## config.mk

```make
export PLATFORM = sky130hd
export DESIGN_NAME = cnms_isqrt
export DESIGN_NICKNAME = d
export VERILOG_FILES = /design/src/rtl/core/cnms_pkg.sv /design/src/rtl/core/cnms_isqrt.sv
export SDC_FILE = /design/constraint.sdc
export NUM_CORES = 1
export LEC_CHECK = 0
export BUFFER_PORTS_ARGS = -buffer_cell sky130_fd_sc_hd__buf_2
export CORE_UTILIZATION = 50
export CTS_BUF_LIST = sky130_fd_sc_hd__clkbuf_8 sky130_fd_sc_hd__clkbuf_16
export CTS_CLUSTER_DIAMETER = 30
export DETAILED_ROUTE_END_ITERATION = 16
export PLACE_DENSITY = 0.64
export SLEW_MARGIN = 10
export SYNTH_ARGS = -nofsm -noshare
export SYNTH_HDL_FRONTEND = slang
export SYNTH_SLANG_ARGS = --single-unit
```

## constraint.sdc

```tcl
create_clock -name aclk -period 6.75 [get_ports aclk]
set_input_delay 1.35 -clock aclk [delete_from_list [all_inputs] [get_ports aclk]]
set_output_delay 1.35 -clock aclk [all_outputs]
set_load 0.02 [all_outputs]
```

## src/rtl/core/cnms_pkg.sv

```systemverilog
// Shared types and constants of the Canny non-maximum suppression block.
package cnms_pkg;

    // Sequencer states of the per-word flow.
    typedef enum logic [2:0] {
        ST_IDLE,
        ST_READ,
        ST_CMP,
        ST_SQRT,
        ST_OUT
    } state_t;

    // Configuration register indexes.
    localparam logic REG_IMAGE_WIDTH  = 1'b0;
    localparam logic REG_IMAGE_HEIGHT = 1'b1;

    localparam int CFG_ADDR_BITS = 1;
    localparam int CFG_DATA_BITS = 13;
    localparam int WIDTH_FIELD   = 12;
    localparam int HEIGHT_FIELD  = 13;
    localparam int ROW_BITS      = 13;
    localparam int CMP_BITS      = 14;
    localparam int MAX_HEIGHT    = 4096;
    localparam int RESET_HEIGHT  = 480;
    localparam int MIN_DIM       = 3;

    localparam int MAG_BITS      = 11;
    localparam int M_TDATA_BITS  = 16;

    // tan(22.5) and tan(67.5) scaled by 2^16.
    localparam int TAN_SHIFT     = 16;
    localparam int TAN_LOW       = 27146;
    localparam int TAN_HIGH      = 158217;
    localparam int TAN_BITS      = 18;

    // Control from the sequencer to the root unit.
    typedef struct packed {
        logic start;
        logic clear;
    } sqrt_ctl_t;

endpackage

```

## src/rtl/core/cnms_isqrt.sv

```systemverilog
// Bit-pair iterative integer square root, one result bit per cycle.
module cnms_isqrt #(
    parameter int ROOT_BITS = 11
) (
    input  logic                     aclk,
    input  logic                     aresetn,
    input  cnms_pkg::sqrt_ctl_t      ctl,
    input  logic [2*ROOT_BITS-1:0]   radicand,
    output logic                     done,
    output logic [ROOT_BITS-1:0]     root
);
    localparam int SQ_BITS = 2 * ROOT_BITS;

    logic [SQ_BITS-1:0] rem_reg,  rem_next;
    logic [SQ_BITS-1:0] res_reg,  res_next;
    logic [SQ_BITS-1:0] bit_reg,  bit_next;
    logic               busy_reg, busy_next;
    logic [SQ_BITS:0]   trial;

    always_comb begin
        trial     = {1'b0, res_reg} + {1'b0, bit_reg};
        rem_next  = rem_reg;
        res_next  = res_reg;
        bit_next  = bit_reg;
        busy_next = busy_reg;
        if (ctl.start) begin
            rem_next  = radicand;
            res_next  = '0;
            bit_next  = SQ_BITS'(1) << (SQ_BITS - 2);
            busy_next = 1'b1;
        end else if (ctl.clear) begin
            busy_next = 1'b0;
        end else if (busy_reg) begin
            // take the bit where the remainder allows it
            if ({1'b0, rem_reg} >= trial) begin
                rem_next = rem_reg - trial[SQ_BITS-1:0];
                res_next = (res_reg >> 1) + bit_reg;
            end else begin
                res_next = res_reg >> 1;
            end
            bit_next = bit_reg >> 2;
            if (bit_next == '0) begin
                busy_next = 1'b0;
            end
        end
    end

    always_ff @(posedge aclk) begin
        if (!aresetn) begin
            busy_reg <= 1'b0;
        end else begin
            busy_reg <= busy_next;
        end
        rem_reg <= rem_next;
        res_reg <= res_next;
        bit_reg <= bit_next;
    end

    assign done = busy_reg && (bit_reg == SQ_BITS'(1));
    assign root = ROOT_BITS'(done ? res_next : res_reg);

    a_done_busy : assert property (@(posedge aclk) disable iff (!aresetn)
        done |=> !busy_reg || $past(ctl.start))
        else $error("root unit stayed busy after done");
    a_start_busy : assert property (@(posedge aclk) disable iff (!aresetn)
        ctl.start |=> busy_reg)
        else $error("root unit did not start");
    a_bit_pow4 : assert property (@(posedge aclk) disable iff (!aresetn)
        busy_reg |-> $onehot(bit_reg))
        else $error("root unit trial bit corrupt");

endmodule
```

Yosys cells after proc, flatten, opt, wreduce, memory -nomap -nowiden
Index checks and enable logic that the tools add are counted.

Eq/ne operators: 2. Reduce and logical (&&, ||, !) cells: 6. Magnitude comparators: 1. Bitwise logic cells: 1. Add/sub/neg operators: 3. Muxes and demuxes: 13.

Operators with widths (count): 2-to-1 mux 22 bit (8); adder 22 x 21 -> 23 bit (1); >= comparator 22 x 23 -> 1 bit (1); adder 21 x 21 -> 22 bit (1); logical NOT 22 bit (1); subtractor 22 bit (1); equality test 11 x 1 -> 1 bit (second input constant) (1); 2-to-1 mux 11 bit (1); 2-to-1 mux 1 bit (4); nonzero test 2 bit (2); AND reduction 3 bit (1); != test 2 x 1 -> 1 bit (second input constant) (1); AND reduction 2 bit (1); logical AND 1 bit (1); NOT 1 bit (1).

Output and inout bits: 12. Input port bits: 26. Flip-flop bits (word level): 56. Word-level logic and storage cells: 30.

Longest topological paths before layout
Gate-level depths: netlist of the first run.

Depth in word-level cells: 7. Mapped depth: 19. Gate-level depth less buffers: 18.

Least setup slack after synthesis of the first run
OpenSTA, ideal clock, no wires.

Path type: register to output. From: register res_reg[12]. To: output port root[4]. Path slack: 1179 ps. Buffers on the path: 1. Arrival time: 4221 ps. Data required time: 5400 ps. Cell stages (with the launch flop): 19. Cell sequence: dfxtp_1 > ha_1 > and2_1 > a41o_1 > a211oi_1 > o21bai_1 > a31oi_1 > o21bai_1 > a31oi_1 > xor2_1 > ha_1 > nand3_1 > a222oi_1 > o21ai_1 > a31oi_4 > o21ai_2 > buf_4 > mux2i_1 > o21ai_0.

Longest elaborated chain between the ends: 7.

RTL lines: from (decl) (RTL line cnms_isqrt.sv:15) `logic [SQ_BITS-1:0] res_reg, res_next;`; from (signal assigned) (RTL line cnms_isqrt.sv:55) `res_reg <= res_next;`; adder 22 x 21 -> 23 bit (RTL line cnms_isqrt.sv:21) `trial = {1'b0, res_reg} + {1'b0, bit_reg};`; >= comparator 22 x 23 -> 1 bit (RTL line cnms_isqrt.sv:35) `if ({1'b0, rem_reg} >= trial) begin`; 2-to-1 mux 22 bit (RTL line cnms_isqrt.sv:35); 2-to-1 mux 22 bit (RTL line cnms_isqrt.sv:33) `end else if (busy_reg) begin`; 2-to-1 mux 22 bit (RTL line cnms_isqrt.sv:31) `end else if (ctl.clear) begin`; 2-to-1 mux 22 bit (RTL line cnms_isqrt.sv:26) `if (ctl.start) begin`; 2-to-1 mux 11 bit (RTL line cnms_isqrt.sv:60) `assign root = ROOT_BITS'(done ? res_next : res_reg);`; to (decl) (RTL line cnms_isqrt.sv:10) `output logic [ROOT_BITS-1:0] root`.

Every way passes these cells.

Worst setup path in the final report of the first run
From: register res_reg[2]. To: output port root[8].

Longest elaborated chain between the ends: 7. Elaborated cells between the ends (all ways): 8. Classes of those cells: add/sub (2); order compare (1); mux (5).

RTL lines (RTL line): adder 22 x 21 -> 23 bit (cnms_isqrt.sv:21); >= comparator 22 x 23 -> 1 bit (cnms_isqrt.sv:35); 2-to-1 mux 22 bit (*) (cnms_isqrt.sv:35); 2-to-1 mux 22 bit (*) (cnms_isqrt.sv:33); 2-to-1 mux 22 bit (*) (cnms_isqrt.sv:31); 2-to-1 mux 22 bit (*) (cnms_isqrt.sv:26); named net res_next[8] (cnms_isqrt.sv:15); 2-to-1 mux 11 bit (*) (cnms_isqrt.sv:60).

The timed path passes the listed nets; every way through them passes the cells marked *.

==> results of run 1 <==
==> cell type report <==
cell class | count | share of cell area
well taps | 129 | 0.0310
clock buffers | 5 | 0.0132
multi-input cells | 486 | 0.639
flip-flops and latches | 56 | 0.257
repair buffers | 43 | 0.0442
clock inverters | 3 | 0.00432
inverters | 15 | 0.0108
==> synth_stat cells (all sizes together), types with 5 or more instances <==
cell type / number / area share
dfxtp: 34 / 0.14
a211oi: 16 / 0.025
xnor2: 21 / 0.038
nor3: 9 / 0.0094
nand2b: 8 / 0.010
nand2: 75 / 0.059
clkbuf: 20 / 0.016
mux2i: 10 / 0.021
mux2: 6 / 0.014
xor2: 27 / 0.049
ha: 46 / 0.12
nand3b: 5 / 0.0078
and2: 5 / 0.0065
inv: 15 / 0.012
nor2b: 8 / 0.010
o31ai: 7 / 0.011
o21ai: 55 / 0.058
a21o: 11 / 0.017
a31oi: 18 / 0.028
and3: 10 / 0.013
edfxtp: 22 / 0.14
nand3: 6 / 0.0063
buf: 6 / 0.0063
o211ai: 8 / 0.013
a21oi: 33 / 0.034
nor2: 48 / 0.038
==> worst min-delay path, stage by stage (launching register included) <==
cell,delay [ns]
dfxtp_1,0.37
nand2_1,0.07
a21oi_1,0.06
==> through the flow <==
step	setup WS (ns)	hold slack [ns]	cells	area (um^2)	utilization
after floorplan	1.18	0.465	582	4800	-
after global placement	0.520	0.484	725	5070	0.546
after detailed placement	0.368	0.516	725	5070	0.546
after CTS	0.270	0.534	733	5170	0.557
after global routing	0.0583	0.561	737	5210	0.561
final	0.472	0.531	737	5210	0.561
==> logic make-up (layout without fill, tap and decap cells) <==
group,Yosys count,after routing,share of synthesized area
AOI/OAI and AO/OA,184,185,0.256
adders and majority gates,47,47,0.124
DFF,56,56,0.280
buffers and inverters,41,66,0.0336
xor gates and xnor gates,48,48,0.0876
and+or+nand+nor,190,190,0.184
muxes,16,16,0.0349
==> where the power goes <==
group / internal [mW] / leakage [nW] / switching [mW]
logic: 0.215 / 1.51 / 0.304
registers: 0.399 / 0.495 / 0.0274
clock network: 0.0750 / 0.0485 / 0.127
==> timing repair <==
action | in CTS | in global routing
resized for setup | 1 | 3
setup buffers | 0 | 3
pin swaps | 0 | 0
setup endpoints to repair | 1 | 7
cloned | 0 | 1
==> metal layers <==
metal | track usage | routed length, um | up-vias
li1 | - | - | 2203
met1 | 0.317 | 5590 | 2027
met2 | 0.421 | 5790 | 76
met3 | 0.0265 | 378 | 17
met4 | 0.0588 | 190 | 0
met5 | 0 | 0 | -
==> how the worst max path moves through the flow <==
stage | to | start | slack [ns] | cells after the start
final | root[8] | res_reg[2]$_DFF_P_ | 0.47 | 18
after global routing | root[8] | res_reg[2]$_DFF_P_ | 0.06 | 18
after global placement | root[8] | res_reg[2]$_DFF_P_ | 0.52 | 16
after CTS | root[8] | bit_reg[0]$_SDFFE_PP0P_ | 0.27 | 19
after floorplan | root[4] | res_reg[12]$_SDFFE_PP0P_ | 1.18 | 18
after detailed placement | root[8] | bit_reg[0]$_SDFFE_PP0P_ | 0.37 | 18
==> metrics.txt, run 1 <==
# TYPE chip_impl_metric gauge
chip_impl_metric{name="cts_inserted_buffers",unit=""} 5
chip_impl_metric{name="holdPathStages",unit=""} 2
chip_impl_metric{name="regToRegSetupSlack",unit="ns"} 1.96
chip_impl_info{name="cts_tree",value="done"} 1
chip_impl_info{name="rsz_0062_raised_after_global_routing",value="no"} 1
chip_impl_metric{name="hold_buffers",unit=""} 0
chip_impl_metric{name="reg2reg_depth",unit=""} 17
chip_impl_metric{name="num_io_pins",unit=""} 38
chip_impl_info{name="worst_setup_path_type",value="reg2out"} 1
chip_impl_metric{name="buffers_added_on_ports",unit=""} 37
chip_impl_metric{name="vias_in_the_first_global_route",unit=""} 3996
chip_impl_info{name="r2r-start",value="res_reg[2]$_DFF_P_"} 1
chip_impl_metric{name="finalSetupViolCount",unit=""} 0
chip_impl_info{name="clockRootBuffer",value="clkbuf_8"} 1
chip_impl_metric{name="synth-async-reset-ratio",unit=""} 0
chip_impl_metric{name="die_height",unit="um"} 100
chip_impl_metric{name="tritoncts_num_sinks",unit=""} 56
chip_impl_metric{name="drt-wirelength-per-cell",unit="um"} 16.2
chip_impl_metric{name="synth_enable_flop_cells",unit=""} 22
chip_impl_metric{name="finalCriticalPeriod",unit="ns"} 6.28
chip_impl_metric{name="critPathMaxStageDelay",unit="ns"} 0.45
chip_impl_metric{name="static-leakage-power",unit="nW"} 2.06
chip_impl_metric{name="arrival",unit="ns"} 4.93
chip_impl_metric{name="post_synth_instance_area",unit="um^2"} 4800
chip_impl_metric{name="synthesis.nets",unit=""} 655
chip_impl_info{name="hold_start",value="bit_reg[0]$_SDFFE_PP0P_"} 1
chip_impl_metric{name="synthDistinctLibCells",unit=""} 62
chip_impl_metric{name="power_density",unit="nW/um^2"} 220
chip_impl_metric{name="ant_nets",unit=""} 0
chip_impl_metric{name="initial_utilization",unit=""} 0.517
chip_impl_metric{name="max_cap_violations",unit=""} 0
chip_impl_metric{name="crit_required",unit="ns"} 5.40
chip_impl_metric{name="drt_first_pass_iters",unit=""} 4
chip_impl_metric{name="grt_start_max_net_pins",unit=""} 53
chip_impl_metric{name="detailed_place_hpwl",unit="um"} 8870
chip_impl_metric{name="drt_wl_total",unit="um"} 12000
chip_impl_metric{name="die-width",unit="um"} 100
chip_impl_metric{name="fin_total_pwr",unit="mW"} 1.15
chip_impl_metric{name="globalRoute.totalOverflow",unit=""} 0
chip_impl_info{name="critical_path.cell_chain",value="ha_1, a31oi_1, a211oi_2, a211oi_2, o21bai_1, a31oi_1, o21bai_1, a31oi_1, xor2_1, ha_1, nand3_1, a222oi_1, o21ai_1, a31oi_4, o21ai_4, a211oi_1, mux2_2, buf_2"} 1
chip_impl_metric{name="area.sequential",unit="um^2"} 1340
chip_impl_info{name="ys.flop_type",value="dfxtp_1"} 1
chip_impl_info{name="critical_path.endpoint_type",value="output port"} 1
chip_impl_info{name="crit_slowest_cell",value="dfxtp_1"} 1
chip_impl_metric{name="gp_congestion",unit=""} 0.905
chip_impl_metric{name="hold_viol",unit=""} 0
chip_impl_info{name="timing.hold.worst_endpoint",value="bit_reg[0]$_SDFFE_PP0P_"} 1
chip_impl_info{name="outcome",value="complete, no violations"} 1
chip_impl_metric{name="drt-initial-drc-count",unit=""} 213
chip_impl_metric{name="track_usage",unit=""} 0.241
chip_impl_metric{name="finalNetCount",unit=""} 680
chip_impl_metric{name="post_synth.cell_area_avg",unit="um^2"} 8.24
chip_impl_info{name="hold_path.class",value="reg2reg"} 1
chip_impl_metric{name="final_max_slew_viol_count",unit=""} 0
chip_impl_metric{name="drive_above_1_share",unit=""} 0.117
chip_impl_metric{name="die-area",unit="um^2"} 9990
chip_impl_metric{name="cts_max_path_buffers",unit=""} 2
chip_impl_metric{name="clk_lat_worst_skew",unit="ns"} 0.32
chip_impl_metric{name="core_region_area",unit="um^2"} 9280
chip_impl_metric{name="nFillCells",unit=""} 936
chip_impl_metric{name="setup_tns",unit="ns"} 0
chip_impl_metric{name="synth.yosys.seq_area_share",unit=""} 0.280
chip_impl_metric{name="fin_crit_sh",unit=""} 0.930
chip_impl_metric{name="instance_count_of_the_mapped_netlist",unit=""} 582
chip_impl_metric{name="antenna_cells",unit=""} 0
chip_impl_metric{name="row_cnt",unit=""} 35
chip_impl_metric{name="yosys_register_bits",unit=""} 56
chip_impl_metric{name="ir_drop",unit="V"} 0.0000946
chip_impl_info{name="crit_family",value="compound AO/OA/AOI/OAI gates"} 1
chip_impl_metric{name="area.growth.synth_to_final",unit="%"} 8.63
chip_impl_metric{name="antenna_violations_before_repair",unit=""} 0
chip_impl_metric{name="tightest_slew",unit="ns"} 0.827
chip_impl_info{name="most_frequent_standard_cell_in_the_layout_excluding_fill_and_tap_cells",value="nand2_1"} 1
chip_impl_metric{name="drc_errors",unit=""} 0
chip_impl_info{name="critical_path.startpoint_type",value="register"} 1
chip_impl_metric{name="vias_per_cell",unit=""} 5.87
chip_impl_metric{name="maxClockFrequency",unit="GHz"} 0.159
chip_impl_metric{name="finalClockSkew",unit="ns"} 0.0101
chip_impl_metric{name="cts_max_level",unit=""} 2
chip_impl_metric{name="grt_pass1_wl",unit="um"} 19300
chip_impl_metric{name="path_clk_slew",unit="ns"} 0.11
chip_impl_metric{name="detailroute.via_count",unit=""} 4323
chip_impl_metric{name="multi_input_logic_area",unit="um^2"} 3330
chip_impl_info{name="rr_endpoint",value="rem_reg[19]$_DFFE_PP_"} 1
chip_impl_metric{name="yosysWarnings",unit=""} 0
chip_impl_metric{name="path_buf_inv",unit=""} 1
chip_impl_metric{name="critical_path_peak_fanout",unit=""} 12
chip_impl_metric{name="worst_slew_margin_rel",unit=""} 0.449
chip_impl_info{name="crit_top_cell",value="a31oi_1"} 1
chip_impl_info{name="most_frequent_cells_in_the_layout",value="nand2_1 (74), nor2_1 (48), ha_1 (46)"} 1
Power figures use the tool's default switching activity.
==> run 2, diff against run 1 <==
--- a/config.mk
+++ b/config.mk
@@ -6,6 +6,7 @@
 export NUM_CORES = 1
 export LEC_CHECK = 0
 export BUFFER_PORTS_ARGS = -buffer_cell sky130_fd_sc_hd__buf_2
+export CORE_ASPECT_RATIO = 1.75
 export CORE_UTILIZATION = 50
 export CTS_BUF_LIST = sky130_fd_sc_hd__clkbuf_8 sky130_fd_sc_hd__clkbuf_16
 export CTS_CLUSTER_DIAMETER = 30
==> run 2 against run 1 <==
Against the previous run: clock-buffer cell count up 1; utilization down 0.068 points; clock power up 35%; design area up 1.2%; sequential share of layout area down 0.31 points; non-clock buffer count up 2; cell count down 0.68%; clock skew down 0.0025 ns; largest power group unchanged.
==> metrics.txt, run 2 (synthesized netlist as in run 1, its figures left out) <==
# TYPE chip_impl_metric gauge
chip_impl_metric{name="worst_slew_margin_rel",unit=""} 0.405
chip_impl_metric{name="num_io_pins",unit=""} 38
chip_impl_metric{name="critPathMaxStageDelay",unit="ns"} 0.53
chip_impl_metric{name="finalCriticalPeriod",unit="ns"} 6.32
chip_impl_metric{name="static-leakage-power",unit="nW"} 2.10
chip_impl_metric{name="path_buf_inv",unit=""} 1
chip_impl_metric{name="vias_per_cell",unit=""} 5.99
chip_impl_metric{name="core_region_area",unit="um^2"} 9410
chip_impl_metric{name="path_clk_slew",unit="ns"} 0.07
chip_impl_metric{name="cts_max_path_buffers",unit=""} 2
chip_impl_metric{name="cts_max_level",unit=""} 2
chip_impl_info{name="grt-busiest-layer",value="met2"} 1
chip_impl_info{name="crit_family",value="compound AO/OA/AOI/OAI gates"} 1
chip_impl_metric{name="critical_path_peak_fanout",unit=""} 12
chip_impl_metric{name="finish.utilization",unit=""} 0.561
chip_impl_info{name="crit_slowest_cell",value="o21ai_4"} 1
chip_impl_info{name="worst_setup_path_type",value="reg2out"} 1
chip_impl_metric{name="grt_pass1_wl",unit="um"} 19900
chip_impl_metric{name="holdPathStages",unit=""} 2
chip_impl_metric{name="arrival",unit="ns"} 4.97
chip_impl_info{name="critical_path.startpoint_type",value="register"} 1
chip_impl_metric{name="power_density",unit="nW/um^2"} 232
chip_impl_info{name="rr_endpoint",value="rem_reg[17]$_DFFE_PP_"} 1
chip_impl_metric{name="final_cell_count_no_fill",unit=""} 732
chip_impl_metric{name="final_max_slew_viol_count",unit=""} 0
chip_impl_info{name="most_frequent_cells_in_the_layout",value="nand2_1 (74), nor2_1 (48), ha_1 (46)"} 1
chip_impl_info{name="r2r-start",value="res_reg[2]$_DFF_P_"} 1
chip_impl_metric{name="grt_use_met2",unit=""} 0.466
chip_impl_metric{name="ir_drop",unit="V"} 0.000132
chip_impl_info{name="critical_path.cell_chain",value="ha_1, ha_1, a21o_1, a31oi_1, o31ai_1, a41oi_1, o21ba_2, nor2b_1, xnor2_1, ha_1, a21o_1, a21o_1, a21oi_1, o311ai_4, o21ai_4, mux2i_1, o21ai_0, buf_2"} 1
chip_impl_metric{name="setup_tns",unit="ns"} 0
chip_impl_metric{name="drive_above_1_share",unit=""} 0.118
chip_impl_metric{name="track_usage",unit=""} 0.248
chip_impl_metric{name="cts_inserted_buffers",unit=""} 5
chip_impl_metric{name="antenna_cells",unit=""} 0
chip_impl_metric{name="hold_viol",unit=""} 0
chip_impl_metric{name="regToRegSetupSlack",unit="ns"} 1.98
chip_impl_metric{name="place.detailed.instances",unit=""} 720
chip_impl_metric{name="antenna_violations_before_repair",unit=""} 0
chip_impl_info{name="critical_path.endpoint_type",value="output port"} 1
chip_impl_metric{name="ant_nets",unit=""} 0
chip_impl_info{name="outcome",value="complete, no violations"} 1
chip_impl_metric{name="row_cnt",unit=""} 47
chip_impl_info{name="clockRootBuffer",value="clkbuf_16"} 1
chip_impl_metric{name="buffers_added_on_ports",unit=""} 37
chip_impl_info{name="timing.hold.worst_endpoint",value="bit_reg[8]$_SDFFE_PP0P_"} 1
chip_impl_metric{name="vias_in_the_first_global_route",unit=""} 4213
chip_impl_metric{name="globalRouteMet1Util",unit=""} 0.281
chip_impl_metric{name="drc_errors",unit=""} 0
chip_impl_metric{name="drt-initial-drc-count",unit=""} 122
chip_impl_metric{name="drt-wirelength-per-cell",unit="um"} 16.9
chip_impl_metric{name="globalRoute.totalOverflow",unit=""} 0
chip_impl_metric{name="finalSetupViolCount",unit=""} 0
chip_impl_metric{name="finalClockSkew",unit="ns"} 0.00757
chip_impl_metric{name="die_height",unit="um"} 132
chip_impl_info{name="rsz_0062_raised_after_global_routing",value="no"} 1
chip_impl_metric{name="crit_required",unit="ns"} 5.40
chip_impl_info{name="hold_path.class",value="reg2reg"} 1
chip_impl_info{name="hold_start",value="bit_reg[10]$_SDFFE_PP0P_"} 1
chip_impl_metric{name="finalNetCount",unit=""} 682
chip_impl_info{name="most_frequent_standard_cell_in_the_layout_excluding_fill_and_tap_cells",value="nand2_1"} 1
chip_impl_metric{name="detailroute.via_count",unit=""} 4388
chip_impl_metric{name="tightest_slew",unit="ns"} 0.892
chip_impl_metric{name="fin_crit_sh",unit=""} 0.936
chip_impl_metric{name="maxClockFrequency",unit="GHz"} 0.158
chip_impl_metric{name="detailed_place_hpwl",unit="um"} 9310
chip_impl_metric{name="area.growth.synth_to_final",unit="%"} 9.96
chip_impl_metric{name="gp_congestion",unit=""} 0.860
chip_impl_metric{name="clk_lat_worst_skew",unit="ns"} 0.30
chip_impl_info{name="cts_tree",value="done"} 1
chip_impl_metric{name="max_cap_violations",unit=""} 0
chip_impl_metric{name="reg2reg_depth",unit=""} 17
chip_impl_metric{name="groute.layer.met3.usage",unit=""} 0.0319
chip_impl_metric{name="die-area",unit="um^2"} 10000
chip_impl_metric{name="drt_first_pass_iters",unit=""} 4
chip_impl_metric{name="tritoncts_num_sinks",unit=""} 56
chip_impl_metric{name="die-width",unit="um"} 76.1
chip_impl_metric{name="drt_wl_total",unit="um"} 12400
chip_impl_metric{name="grt_start_max_net_pins",unit=""} 47
chip_impl_metric{name="fin_total_pwr",unit="mW"} 1.22
chip_impl_metric{name="initial_utilization",unit=""} 0.510
==> run 2: power breakdown <==
group / internal [mW] / switching, mW / total [mW]
clock: 0.147 / 0.126 / 0.273
sequential: 0.399 / 0.0274 / 0.427
combinational: 0.216 / 0.310 / 0.525
total: 0.762 / 0.462 / 1.22
==> run 2: what timing repair did <==
action	in CTS	in global routing
resized for setup	1	3
hold buffers	0	0
cloned	0	1
setup endpoints to repair	6	9
setup buffers	0	3
==> run 2: worst min-delay path: stages, from the launching register on <==
cell,delay [ns]
dfxtp_1,0.35
nand2_1,0.07
a21oi_1,0.05
==> run 2: area by class of cell <==
cell class | instances | area, um^2
Tap cell | 122 | 153
Clock buffer | 6 | 139
Sequential cell | 56 | 1340
Inverter | 15 | 56.3
Multi-Input combinational cell | 486 | 3330
Timing Repair Buffer | 45 | 245
Clock inverter | 2 | 10.0
Fill cell | 929 | 4130
==> run 2: metal layers <==
metal  routed length, um  vias up
met1                5110     2079
met4                 316        0
met2                6640       90
met3                 315       22
met5                   0        -
li1                    -     2197
==> run 2: how the worst max path moves through the flow <==
stage                                  start  endpoint  slack [ns]  cells past startpoint
detailed placement        res_reg[2]$_DFF_P_   root[8]        0.25                     16
global route              res_reg[2]$_DFF_P_   root[8]        0.12                     18
finish               bit_reg[0]$_SDFFE_PP0P_   root[6]        0.43                     18
CTS                       res_reg[2]$_DFF_P_   root[8]        0.19                     18
floorplan           res_reg[12]$_SDFFE_PP0P_   root[4]        1.18                     18
global placement          res_reg[2]$_DFF_P_   root[8]        0.45                     16
==> run 2: metrics by stage <==
step                      setup WS, ns  hold WS [ns]  instance area (um^2)
after floorplan                   1.18         0.465                  4800
after global placement           0.455         0.487                  5070
after detailed placement         0.250         0.504                  5070
after CTS                        0.190         0.515                  5230
after global routing             0.124         0.531                  5280
final                            0.429         0.516                  5280
==> run 3, diff against run 2 <==
--- a/config.mk
+++ b/config.mk
@@ -6,12 +6,14 @@
 export NUM_CORES = 1
 export LEC_CHECK = 0
 export BUFFER_PORTS_ARGS = -buffer_cell sky130_fd_sc_hd__buf_2
+export CELL_PAD_IN_SITES_DETAIL_PLACEMENT = 0
+export CELL_PAD_IN_SITES_GLOBAL_PLACEMENT = 1
 export CORE_ASPECT_RATIO = 1.75
-export CORE_UTILIZATION = 50
+export CORE_UTILIZATION = 46
 export CTS_BUF_LIST = sky130_fd_sc_hd__clkbuf_8 sky130_fd_sc_hd__clkbuf_16
 export CTS_CLUSTER_DIAMETER = 30
 export DETAILED_ROUTE_END_ITERATION = 16
-export PLACE_DENSITY = 0.64
+export PLACE_DENSITY = 0.77
 export SLEW_MARGIN = 10
 export SYNTH_ARGS = -nofsm -noshare
 export SYNTH_HDL_FRONTEND = slang
==> run 3 against run 2 <==
Against the previous run: utilization decreased by 5.0 points; clock-buffer cell count down 1; first-iteration DRC count increased by 13%; register-to-register slack got worse by 0.24 ns; largest power group unchanged; global-route usage down 0.65 points; sequential cell count unchanged.
==> metrics.txt, run 3 (synthesized netlist as in run 1, its figures left out) <==
# TYPE chip_impl_metric gauge
chip_impl_metric{name="finalSetupViolCount",unit=""} 0
chip_impl_metric{name="multi_input_logic_area",unit="um^2"} 3300
chip_impl_metric{name="setup_tns",unit="ns"} 0
chip_impl_metric{name="place_area",unit="um^2"} 5100
chip_impl_metric{name="hold_viol",unit=""} 0
chip_impl_metric{name="cts_inserted_buffers",unit=""} 5
chip_impl_metric{name="finalCriticalPeriod",unit="ns"} 6.47
chip_impl_metric{name="die-area",unit="um^2"} 10900
chip_impl_metric{name="tritoncts_num_sinks",unit=""} 56
chip_impl_metric{name="path_clk_slew",unit="ns"} 0.07
chip_impl_info{name="most_frequent_cells_in_the_layout",value="nand2_1 (74), nor2_1 (48), ha_1 (46)"} 1
chip_impl_info{name="critical_path.endpoint_type",value="output port"} 1
chip_impl_metric{name="cts_max_path_buffers",unit=""} 2
chip_impl_metric{name="globalRoute.totalOverflow",unit=""} 0
chip_impl_info{name="outcome",value="complete, no violations"} 1
chip_impl_metric{name="vias_in_the_first_global_route",unit=""} 4203
chip_impl_metric{name="finish.instance_area",unit="um^2"} 5230
chip_impl_metric{name="reg2reg_depth",unit=""} 18
chip_impl_metric{name="ir_drop",unit="V"} 0.000110
chip_impl_metric{name="finalNetCount",unit=""} 680
chip_impl_metric{name="antenna_violations_before_repair",unit=""} 0
chip_impl_metric{name="detailed_place_hpwl",unit="um"} 9680
chip_impl_metric{name="drt_wl_total",unit="um"} 12500
chip_impl_info{name="hold_path.class",value="reg2reg"} 1
chip_impl_info{name="rsz_0062_raised_after_global_routing",value="no"} 1
chip_impl_metric{name="die_height",unit="um"} 137
chip_impl_metric{name="cts_max_level",unit=""} 2
chip_impl_info{name="critical_path.startpoint_type",value="register"} 1
chip_impl_metric{name="row_cnt",unit=""} 49
chip_impl_metric{name="fin_total_pwr",unit="mW"} 1.19
chip_impl_metric{name="grt_pass1_wl",unit="um"} 20400
chip_impl_info{name="cts_tree",value="done"} 1
chip_impl_metric{name="finalClockSkew",unit="ns"} 0.00925
chip_impl_metric{name="power_density",unit="nW/um^2"} 228
chip_impl_metric{name="tightest_slew",unit="ns"} 0.755
chip_impl_metric{name="detailroute.via_count",unit=""} 4352
chip_impl_metric{name="max_cap_violations",unit=""} 0
chip_impl_metric{name="static-leakage-power",unit="nW"} 2.08
chip_impl_metric{name="antenna_cells",unit=""} 0
chip_impl_metric{name="clk_lat_worst_skew",unit="ns"} 0.30
chip_impl_metric{name="drc_errors",unit=""} 0
chip_impl_metric{name="track_usage",unit=""} 0.242
chip_impl_metric{name="final_max_slew_viol_count",unit=""} 0
chip_impl_metric{name="ant_nets",unit=""} 0
chip_impl_metric{name="drt_first_pass_iters",unit=""} 5
chip_impl_metric{name="drive_above_1_share",unit=""} 0.109
chip_impl_metric{name="critical_path_peak_fanout",unit=""} 10
chip_impl_metric{name="fin_crit_sh",unit=""} 0.959
chip_impl_metric{name="hold_buffers",unit=""} 0
chip_impl_metric{name="grt_start_max_net_pins",unit=""} 42
chip_impl_metric{name="drt-initial-drc-count",unit=""} 138
chip_impl_metric{name="area.sequential",unit="um^2"} 1340
chip_impl_metric{name="maxClockFrequency",unit="GHz"} 0.154
chip_impl_metric{name="finish.utilization",unit=""} 0.511
chip_impl_metric{name="holdPathStages",unit=""} 2
chip_impl_info{name="most_frequent_standard_cell_in_the_layout_excluding_fill_and_tap_cells",value="nand2_1"} 1
chip_impl_metric{name="postCtsSetupBuffers",unit=""} 0
chip_impl_metric{name="initial_utilization",unit=""} 0.469
chip_impl_metric{name="hold_slack",unit="ns"} 0.515
chip_impl_metric{name="gp_congestion",unit=""} 0.855
chip_impl_metric{name="core_region_area",unit="um^2"} 10200
chip_impl_metric{name="cts.repair.resized",unit=""} 0
chip_impl_metric{name="drt-wirelength-per-cell",unit="um"} 17.0
chip_impl_info{name="worst_setup_path_type",value="reg2out"} 1
chip_impl_metric{name="crit_required",unit="ns"} 5.40
chip_impl_info{name="clockRootBuffer",value="clkbuf_16"} 1
chip_impl_metric{name="die-width",unit="um"} 79.2
chip_impl_metric{name="vias_per_cell",unit=""} 5.92
chip_impl_metric{name="arrival",unit="ns"} 5.12
chip_impl_metric{name="area.growth.synth_to_final",unit="%"} 9.07
chip_impl_metric{name="worst_slew_margin_rel",unit=""} 0.493
chip_impl_metric{name="buffers_added_on_ports",unit=""} 37
chip_impl_metric{name="num_io_pins",unit=""} 38
chip_impl_metric{name="nFillCells",unit=""} 1019
-- run 3: changes by cell type in the layout (fill, tap and decap cells not counted), sizes merged --
cell | before | now
buf | 45 | 44
clkbuf | 6 | 5
o21ai | 56 | 55
clkinv | 0 | 1
-- run 3: worst paths after layout --
kind	startpoint	to	slack, ns
worst max-delay path	bit_reg[0]$_SDFFE_PP0P_	root[8]	0.28
worst min-delay path	bit_reg[0]$_SDFFE_PP0P_	bit_reg[0]$_SDFFE_PP0P_	0.51
worst max register to register	bit_reg[0]$_SDFFE_PP0P_	res_reg[14]$_SDFFE_PP0P_	1.74
worst min register to register	bit_reg[0]$_SDFFE_PP0P_	bit_reg[0]$_SDFFE_PP0P_	0.51
-- run 3: area by class of cell --
| type | instances | share of cell area |
|---|---|---|
| clock buffers | 5 | 0.0239 |
| clock inverters | 3 | 0.00239 |
| inverters | 15 | 0.0108 |
| multi-input cells | 485 | 0.631 |
| flip-flops and latches | 56 | 0.256 |
| well taps | 127 | 0.0304 |
| repair buffers | 44 | 0.0454 |
-- run 3: worst max-delay path, cell delays in order, from the launching register on --
cell	delay, ns
dfxtp_1	0.39
ha_1	0.19
ha_1	0.19
a21o_1	0.14
a31oi_1	0.13
o31ai_1	0.47
a41oi_1	0.25
o21ba_2	0.27
nor2b_1	0.13
xnor2_1	0.16
ha_1	0.33
a21o_1	0.18
a21o_1	0.17
a21oi_1	0.36
o311ai_4	0.28
o21ai_2	0.55
a211oi_1	0.18
mux2_2	0.29
buf_2	0.16
-- run 3: stage by stage --
stage | std cells | setup WS (ns)
detailed placement | 727 | 0.568
CTS | 735 | 0.267
global placement | 727 | 0.733
global route | 735 | 0.00253
floorplan | 582 | 1.18
finish | 735 | 0.275
-- run 3: report_power, final --
group | switching, mW | internal, mW
Sequential | 0.0288 | 0.399
Combinational | 0.296 | 0.209
Clock | 0.125 | 0.135
Total | 0.450 | 0.744
-- run 3: routing by layer --
metal  track usage  share of wire  up-vias
li1              -              -     2201
met5             0              0        -
met4         0.116          0.032        0
met3        0.0247          0.023       24
met1         0.271           0.42     2058
met2         0.446           0.52       69
